<file path="config.mk">
export PLATFORM = sky130hd
export DESIGN_NAME = sorted_priority_queue
export DESIGN_NICKNAME = d
export VERILOG_FILES = /design/src/hdl/spq_pkg.sv /design/src/hdl/sorted_priority_queue.sv /design/src/hdl/spq_cell.sv
export SDC_FILE = /design/constraint.sdc
export NUM_CORES = 2
export LEC_CHECK = 0
export BUFFER_PORTS_ARGS = -buffer_cell sky130_fd_sc_hd__clkbuf_2
export CAP_MARGIN = 0
export CORE_UTILIZATION = 69
export DETAILED_ROUTE_END_ITERATION = 8
export GPL_ROUTABILITY_DRIVEN = 0
export HOLD_SLACK_MARGIN = 0.02
export PLACE_DENSITY_LB_ADDON = 0.2
export SETUP_SLACK_MARGIN = 0.4
export SYNTH_ARGS = -nofsm -noshare
export SYNTH_HDL_FRONTEND = slang
export SYNTH_SLANG_ARGS = --single-unit
</file>
<file path="constraint.sdc">
create_clock -name i_clk -period 20.8 [get_ports i_clk]
set_clock_uncertainty 0.05 [all_clocks]
set_input_delay 1.04 -clock i_clk [delete_from_list [all_inputs] [get_ports i_clk]]
set_output_delay 1.04 -clock i_clk [all_outputs]
set_load 0.1 [all_outputs]
</file>
<file path="src/hdl/spq_pkg.sv">
// ---------------------------------------------------------------------------
// Sorted priority queue package
// Shared types, codes and default sizes for the shift-register priority
// queue and its storage cells.
// ---------------------------------------------------------------------------
package spq_pkg;

    // Default number of entries held by the queue.
    localparam int CAPACITY = 16;

    // Widths of the request and response fields.
    localparam int DATA_W = 32;
    localparam int OCC_W  = 5;

    // Request modes.
    localparam logic MODE_ENQ = 1'b0;
    localparam logic MODE_DEQ = 1'b1;

    // Response status codes.
    typedef enum logic [1:0] {
        ST_ENQUEUED = 2'd0,
        ST_DEQUEUED = 2'd1,
        ST_EMPTY    = 2'd2,
        ST_FULL     = 2'd3
    } t_status;

    // One stored pair.
    typedef struct packed {
        logic signed [DATA_W-1:0] value;
        logic signed [DATA_W-1:0] prio;
    } t_entry;

    // Control broadcast to every cell in the row.
    typedef struct packed {
        logic   enq;        // insert the new pair this cycle
        logic   deq;        // shift the row toward the head this cycle
        t_entry new_entry;  // pair being inserted
    } t_cell_ctrl;

endpackage

</file>
<file path="src/hdl/sorted_priority_queue.sv">
// ---------------------------------------------------------------------------
// Sorted priority queue
// Up to CAPACITY (value, priority) pairs kept in a row of cells, sorted by
// descending priority, equal priorities in arrival order.
// ---------------------------------------------------------------------------
// Usage:
// A request on the input channel (i_valid / o_ready) carries a mode, a value
// and a priority. Mode enqueue inserts the pair ahead of the first stored
// entry of strictly lower priority; mode dequeue removes the head entry.
// Every request gives exactly one response on the output channel
// (o_valid / i_ready) with the dequeued value, a status and the occupancy.
// An enqueue into a full queue is dropped with the full status, and a
// dequeue from an empty queue returns zero with the empty status.
// The response is registered at the edge that accepts the request.
// Throughput is one request per cycle while the receiver does not stall,
// since every cell compares against the new priority and shifts in
// parallel. When the receiver stalls, the response register holds and
// o_ready drops until it is taken; a new request is accepted in the same
// cycle that the pending response leaves. Reset empties the queue and
// clears the response valid; stored entries are not cleared.
// ---------------------------------------------------------------------------
module sorted_priority_queue #(
    parameter int CAPACITY = spq_pkg::CAPACITY
) (
    input  logic                              i_clk,
    input  logic                              i_rst_n,
    input  logic                              i_valid,
    output logic                              o_ready,
    input  logic                              i_mode,
    input  logic signed [spq_pkg::DATA_W-1:0] i_item_value,
    input  logic signed [spq_pkg::DATA_W-1:0] i_item_priority,
    output logic                              o_valid,
    input  logic                              i_ready,
    output logic signed [spq_pkg::DATA_W-1:0] o_out_value,
    output logic [1:0]                        o_status,
    output logic [spq_pkg::OCC_W-1:0]         o_occupancy
);

    localparam int CNT_W = $clog2(CAPACITY + 1);

    logic [CNT_W-1:0]     r_count;
    logic [CNT_W-1:0]     n_count;
    logic                 r_out_valid;
    logic                 n_out_valid;
    logic signed [spq_pkg::DATA_W-1:0] r_out_value;
    logic signed [spq_pkg::DATA_W-1:0] n_out_value;
    spq_pkg::t_status     r_status;
    spq_pkg::t_status     n_status;

    logic                 accept;
    logic                 full;
    logic                 empty;
    spq_pkg::t_cell_ctrl  ctrl;
    logic [CAPACITY-1:0]  occupied;
    logic [CAPACITY-1:0]  ins;
    spq_pkg::t_entry      entries [CAPACITY];

    // Handshake: a new request enters whenever the response slot frees up.
    assign o_ready = !r_out_valid || i_ready;
    assign accept  = i_valid && o_ready;
    assign full    = (r_count == CNT_W'(CAPACITY));
    assign empty   = (r_count == '0);

    // Control broadcast to the row of cells.
    always_comb begin
        ctrl.enq             = accept && (i_mode == spq_pkg::MODE_ENQ) && !full;
        ctrl.deq             = accept && (i_mode == spq_pkg::MODE_DEQ) && !empty;
        ctrl.new_entry.value = i_item_value;
        ctrl.new_entry.prio  = i_item_priority;
    end

    // Row of storage cells; occupancy follows from the entry count.
    for (genvar g = 0; g < CAPACITY; g++) begin : g_cell
        assign occupied[g] = (CNT_W'(g) < r_count);

        spq_cell u_cell (
            .i_clk      (i_clk),
            .i_ctrl     (ctrl),
            .i_occupied (occupied[g]),
            .i_ins_left ((g == 0) ? 1'b0 : ins[(g == 0) ? 0 : g - 1]),
            .i_left     (entries[(g == 0) ? 0 : g - 1]),
            .i_right    (entries[(g == CAPACITY - 1) ? g : g + 1]),
            .o_ins      (ins[g]),
            .o_entry    (entries[g])
        );
    end

    // Entry count and response for the accepted request.
    always_comb begin
        n_count     = r_count;
        n_out_valid = r_out_valid && !i_ready;
        n_out_value = r_out_value;
        n_status    = r_status;
        if (accept) begin
            n_out_valid = 1'b1;
            n_out_value = '0;
            if (i_mode == spq_pkg::MODE_ENQ) begin
                if (full) begin
                    n_status = spq_pkg::ST_FULL;
                end else begin
                    n_status = spq_pkg::ST_ENQUEUED;
                    n_count  = r_count + 1'b1;
                end
            end else begin
                if (empty) begin
                    n_status = spq_pkg::ST_EMPTY;
                end else begin
                    n_status    = spq_pkg::ST_DEQUEUED;
                    n_out_value = entries[0].value;
                    n_count     = r_count - 1'b1;
                end
            end
        end
    end

    // Control registers.
    always_ff @(posedge i_clk) begin
        if (!i_rst_n) begin
            r_count     <= '0;
            r_out_valid <= 1'b0;
        end else begin
            r_count     <= n_count;
            r_out_valid <= n_out_valid;
        end
    end

    // Response payload registers.
    always_ff @(posedge i_clk) begin
        r_out_value <= n_out_value;
        r_status    <= n_status;
    end

    logic [spq_pkg::OCC_W-1:0] r_occupancy;

    always_ff @(posedge i_clk) begin
        if (accept) begin
            r_occupancy <= spq_pkg::OCC_W'(n_count);
        end
    end

    assign o_valid     = r_out_valid;
    assign o_out_value = r_out_value;
    assign o_status    = r_status;
    assign o_occupancy = r_occupancy;

    // The entry count never exceeds the capacity.
    a_count_bound: assert property (@(posedge i_clk) disable iff (!i_rst_n)
        r_count <= CNT_W'(CAPACITY))
        else $error("entry count above capacity");

    // A dequeue from an empty queue reports empty and leaves the count.
    a_empty_deq: assert property (@(posedge i_clk) disable iff (!i_rst_n)
        (accept && i_mode == spq_pkg::MODE_DEQ && empty) |=>
            (o_valid && o_status == spq_pkg::ST_EMPTY && $stable(r_count)))
        else $error("empty dequeue mishandled");

    // An enqueue into a full queue is dropped and leaves the count.
    a_full_enq: assert property (@(posedge i_clk) disable iff (!i_rst_n)
        (accept && i_mode == spq_pkg::MODE_ENQ && full) |=>
            (o_valid && o_status == spq_pkg::ST_FULL && $stable(r_count)))
        else $error("full enqueue mishandled");

    // Only a successful dequeue returns a nonzero value.
    a_zero_value: assert property (@(posedge i_clk) disable iff (!i_rst_n)
        (o_valid && o_status != spq_pkg::ST_DEQUEUED) |-> (o_out_value == '0))
        else $error("nonzero value without a dequeue");

endmodule

</file>
<file path="src/hdl/spq_cell.sv">
// ---------------------------------------------------------------------------
// Sorted priority queue cell
// Holds one entry of the sorted row; on an insert it keeps, loads the new
// pair or takes its left neighbor, on a removal it takes its right neighbor.
// ---------------------------------------------------------------------------
module spq_cell (
    input  logic                i_clk,
    input  spq_pkg::t_cell_ctrl i_ctrl,
    input  logic                i_occupied,
    input  logic                i_ins_left,
    input  spq_pkg::t_entry     i_left,
    input  spq_pkg::t_entry     i_right,
    output logic                o_ins,
    output spq_pkg::t_entry     o_entry
);

    spq_pkg::t_entry r_entry;
    spq_pkg::t_entry n_entry;

    // The new pair belongs at or before this cell when the cell is empty or
    // holds a strictly lower priority.
    assign o_ins = i_occupied ? (r_entry.prio < i_ctrl.new_entry.prio) : 1'b1;

    // Select the next content of the cell.
    always_comb begin
        n_entry = r_entry;
        if (i_ctrl.enq && o_ins) begin
            // The first inserting cell takes the new pair, the rest shift back.
            n_entry = i_ins_left ? i_left : i_ctrl.new_entry;
        end else if (i_ctrl.deq) begin
            n_entry = i_right;
        end
    end

    always_ff @(posedge i_clk) begin
        r_entry <= n_entry;
    end

    assign o_entry = r_entry;

endmodule
</file>
==> results.yml <==
run_status:
  status: "finished with violations"
  violations: "design-rule violations"
timing:
  fin_crit_ns: 6.86
  finalSetupViolCount: 0
  fin_setup_tns_ns: 0
  fin_ws_ns: 13.94
  timing.hold.ws_ns: 0.497
  fmax_ghz: 0.146
  grt_setup_unrepaired: "false"
  max_slew_margin_pct: 5.15
  worst_pin_slew_ns: 1.39
  period_share_pct: 33.0
  slew_viol_final: 0
  hold_viol: 0
setup_path:
  worstSetupStartpointType: "input port"
  critPathArrivalTime_ns: 7.15
  path_class: "in -> reg"
  r2r_cells: 9
  timing.rr.end: "g_cell[0].u_cell.o_entry[40]$_DFFE_PP_"
  r2r_start: "r_count[1]$_SDFF_PN0_"
  cp.required_ns: 21.09
  r2r_setup_slack_ns: 14.45
  endpoint_kind: "flop"
  cp_max_fo: 54
clocking:
  post_cts_buffers: 0
  cts_resized: 0
  cts.path.max_buffers: 3
  cts_htree_levels: 3
  root_buffer: "clkbuf_16"
  cts.sinks: 1069
  clk_latency_ns: 0.75
  numCtsBuffers: 113
  tritoncts: "built"
  clk_pin_slew_ns: 0.06
  holdBufCountCts: 0
routing:
  route.detailed.drc: 2
  firstDrtPassIters: 9
  ant_nets: 0
  vias: 57400
  drtIter0Drc: 9661
  via_per_inst: 7.36
  drt_wl_total_mm: 226
  wl_per_cell_um: 29.0
floorplanning:
  io_pins: 110
  initial_utilization_pct: 69.6
  core_area_um2: 95000
  dieArea_um2: 97100
  fp-row-count: 113
  chipHeight_um: 312
  dieWidth_um: 312
final_layout:
  fillCellCount: 6618
  seq_area_um2: 32000
  multi_input_area_um2: 31900
  final_nets: 6999
  final_cell_mix: "1111 x nand2_1, 1063 x edfxtp_1, 615 x nor2_1"
  stdcell_count: 7803
  final_common_cell: "nand2_1"
  layout-drive-gt1-share_pct: 8.26
  area_growth_syn_to_layout_pct: 6.92
logic_synthesis:
  synth_nets: 7208
  ys.warnings.count: 0
  synth.top_cell.area_share_pct: 48.3
  synthArstFlopShare_pct: 0
  syn_area_per_cell_um2: 9.96
  yosys_most_used_dff: "edfxtp_1"
  synth_seq_area_share_pct: 48.4
  synth_area_leaders: "edfxtp_1 48%, ha_1 9.4%, mux2i_1 7.3%"
  synth_area_um2: 66100
  synth-edff-count: 1063
  postSynthRegisterBits: 1069
  syn-instance-count: 6640
  yosysTopAreaCell: "edfxtp_1"
  ys_types: 76
global_route:
  grt_pass1_wl_mm: 336
  antenna_found_initial: 19
  grt_max_degree: 107
  grt_pass1_vias: 55700
  grt_usage_pct: 45.5
  globalRouteOverflowTotal: 0
power:
  p_leak_nw: 27.6
  power.density_nw_per_um2: 91.6
  peakVddDrop_uv: 94.6
placed_design:
  io_buffers: 109
  post-place-cells: 7581
  hpwl_mm: 136
  pre_cts_ws_ns: 13.65
worst_hold_path:
  hold_depth: 2
  hold_end: "g_cell[15].u_cell.o_entry[43]$_DFFE_PP_"
  min_path_type: "reg -> reg"
  hp-start: "g_cell[14].u_cell.o_entry[43]$_DFFE_PP_"
run:
  cap_violations: 0
==> cells by family (layout without fill, tap and decap cells) <==
group / count (synthesis) / count (layout) / synth area share, %
mux: 518 / 518 / 8.09
other cells: 0 / 13 / 0
simple gates: 2117 / 2117 / 13.5
buf+inv: 575 / 460 / 3.96
compound gates: 1860 / 1860 / 16.6
fa+ha+maj: 499 / 499 / 9.44
xor+xnor: 2 / 2 / 0.0265
flops: 1069 / 1069 / 48.4
==> cell type report <==
cell class | count | share of cell area [%]
antenna | 13 | 0.0460
timing repair buffer | 210 | 1.84
multi-input combinational | 4996 | 45.1
sequential | 1069 | 45.3
clock inverter | 73 | 0.934
inverter | 41 | 0.218
tap | 1265 | 2.24
clock buffer | 136 | 4.28
==> Yosys cell counts (64+ instances only) <==
cell type     n
o22ai_1      66
a21boi_0     68
nor2_1      616
ha_1        499
buf_2       187
o22a_1       64
nand3_1      71
or2_2        67
o21ai_0     509
nand4_1      68
mux2i_1     483
o31ai_1      66
a21oi_1     540
edfxtp_1   1063
a31oi_1     327
clkbuf_1    275
nand2_1    1122
==> metal layers <==
metal	vias to the layer above	part of all wire [%]	track usage, %
met1	26900	34	59.0
met2	5194	42	66.0
met4	14	6.8	26.5
met5	-	0.11	0.741
met3	1106	17	16.3
li1	24200	-	-
==> registers in the layout (all words and copies together) (netlist names) <==
name                   cells
o_status                   2
r_count                    5
o_valid                    1
o_occupancy                5
o_out_value               32
g_cell.u_cell.o_entry   1024
==> metrics by stage <==
stage | utilization [%] | cell area [um2] | total power, mW
after CTS | 74.4 | 70700 | 6.38
after floorplan | - | 66100 | 3.87
after global placement | 70.5 | 67000 | 4.28
after detailed placement | 70.5 | 67000 | 4.35
after global routing | 74.4 | 70700 | 6.64
final | 74.4 | 70700 | 6.48
==> power breakdown <==
part           switching [mW]  internal [mW]  total (mW)
Combinational            1.02          0.467        1.49
Sequential              0.190           2.72        2.91
Clock                   0.909           1.17        2.08
Total                    2.12           4.36        6.48
==> how the worst max path moves through the flow <==
stage / startpoint / endpoint / slack (ns) / cells after the start
4_1_cts: i_item_priority[1] / g_cell[1].u_cell.o_entry[39]$_DFFE_PP_ / 14.41 / 12
6_report: i_item_priority[13] / g_cell[0].u_cell.o_entry[40]$_DFFE_PP_ / 13.94 / 11
3_3_place_gp: i_item_priority[1] / g_cell[1].u_cell.o_entry[41]$_DFFE_PP_ / 13.85 / 12
3_5_place_dp: i_item_priority[1] / g_cell[1].u_cell.o_entry[44]$_DFFE_PP_ / 13.65 / 12
5_1_grt: i_item_priority[13] / g_cell[0].u_cell.o_entry[38]$_DFFE_PP_ / 14.09 / 11
2_1_floorplan: i_ready / g_cell[8].u_cell.o_entry[0]$_DFFE_PP_ / 11.87 / 7
==> worst max-delay path, stage by stage <==
cell	delay (ns)
clkbuf_2	0.25
inv_1	0.69
ha_1	0.39
a21o_1	0.17
a31oi_1	0.87
nand2_1	0.27
or4b_1	0.79
a41oi_2	0.42
nand3_4	0.70
nand2_4	0.51
buf_4	0.90
Power figures use the tool's default switching activity.
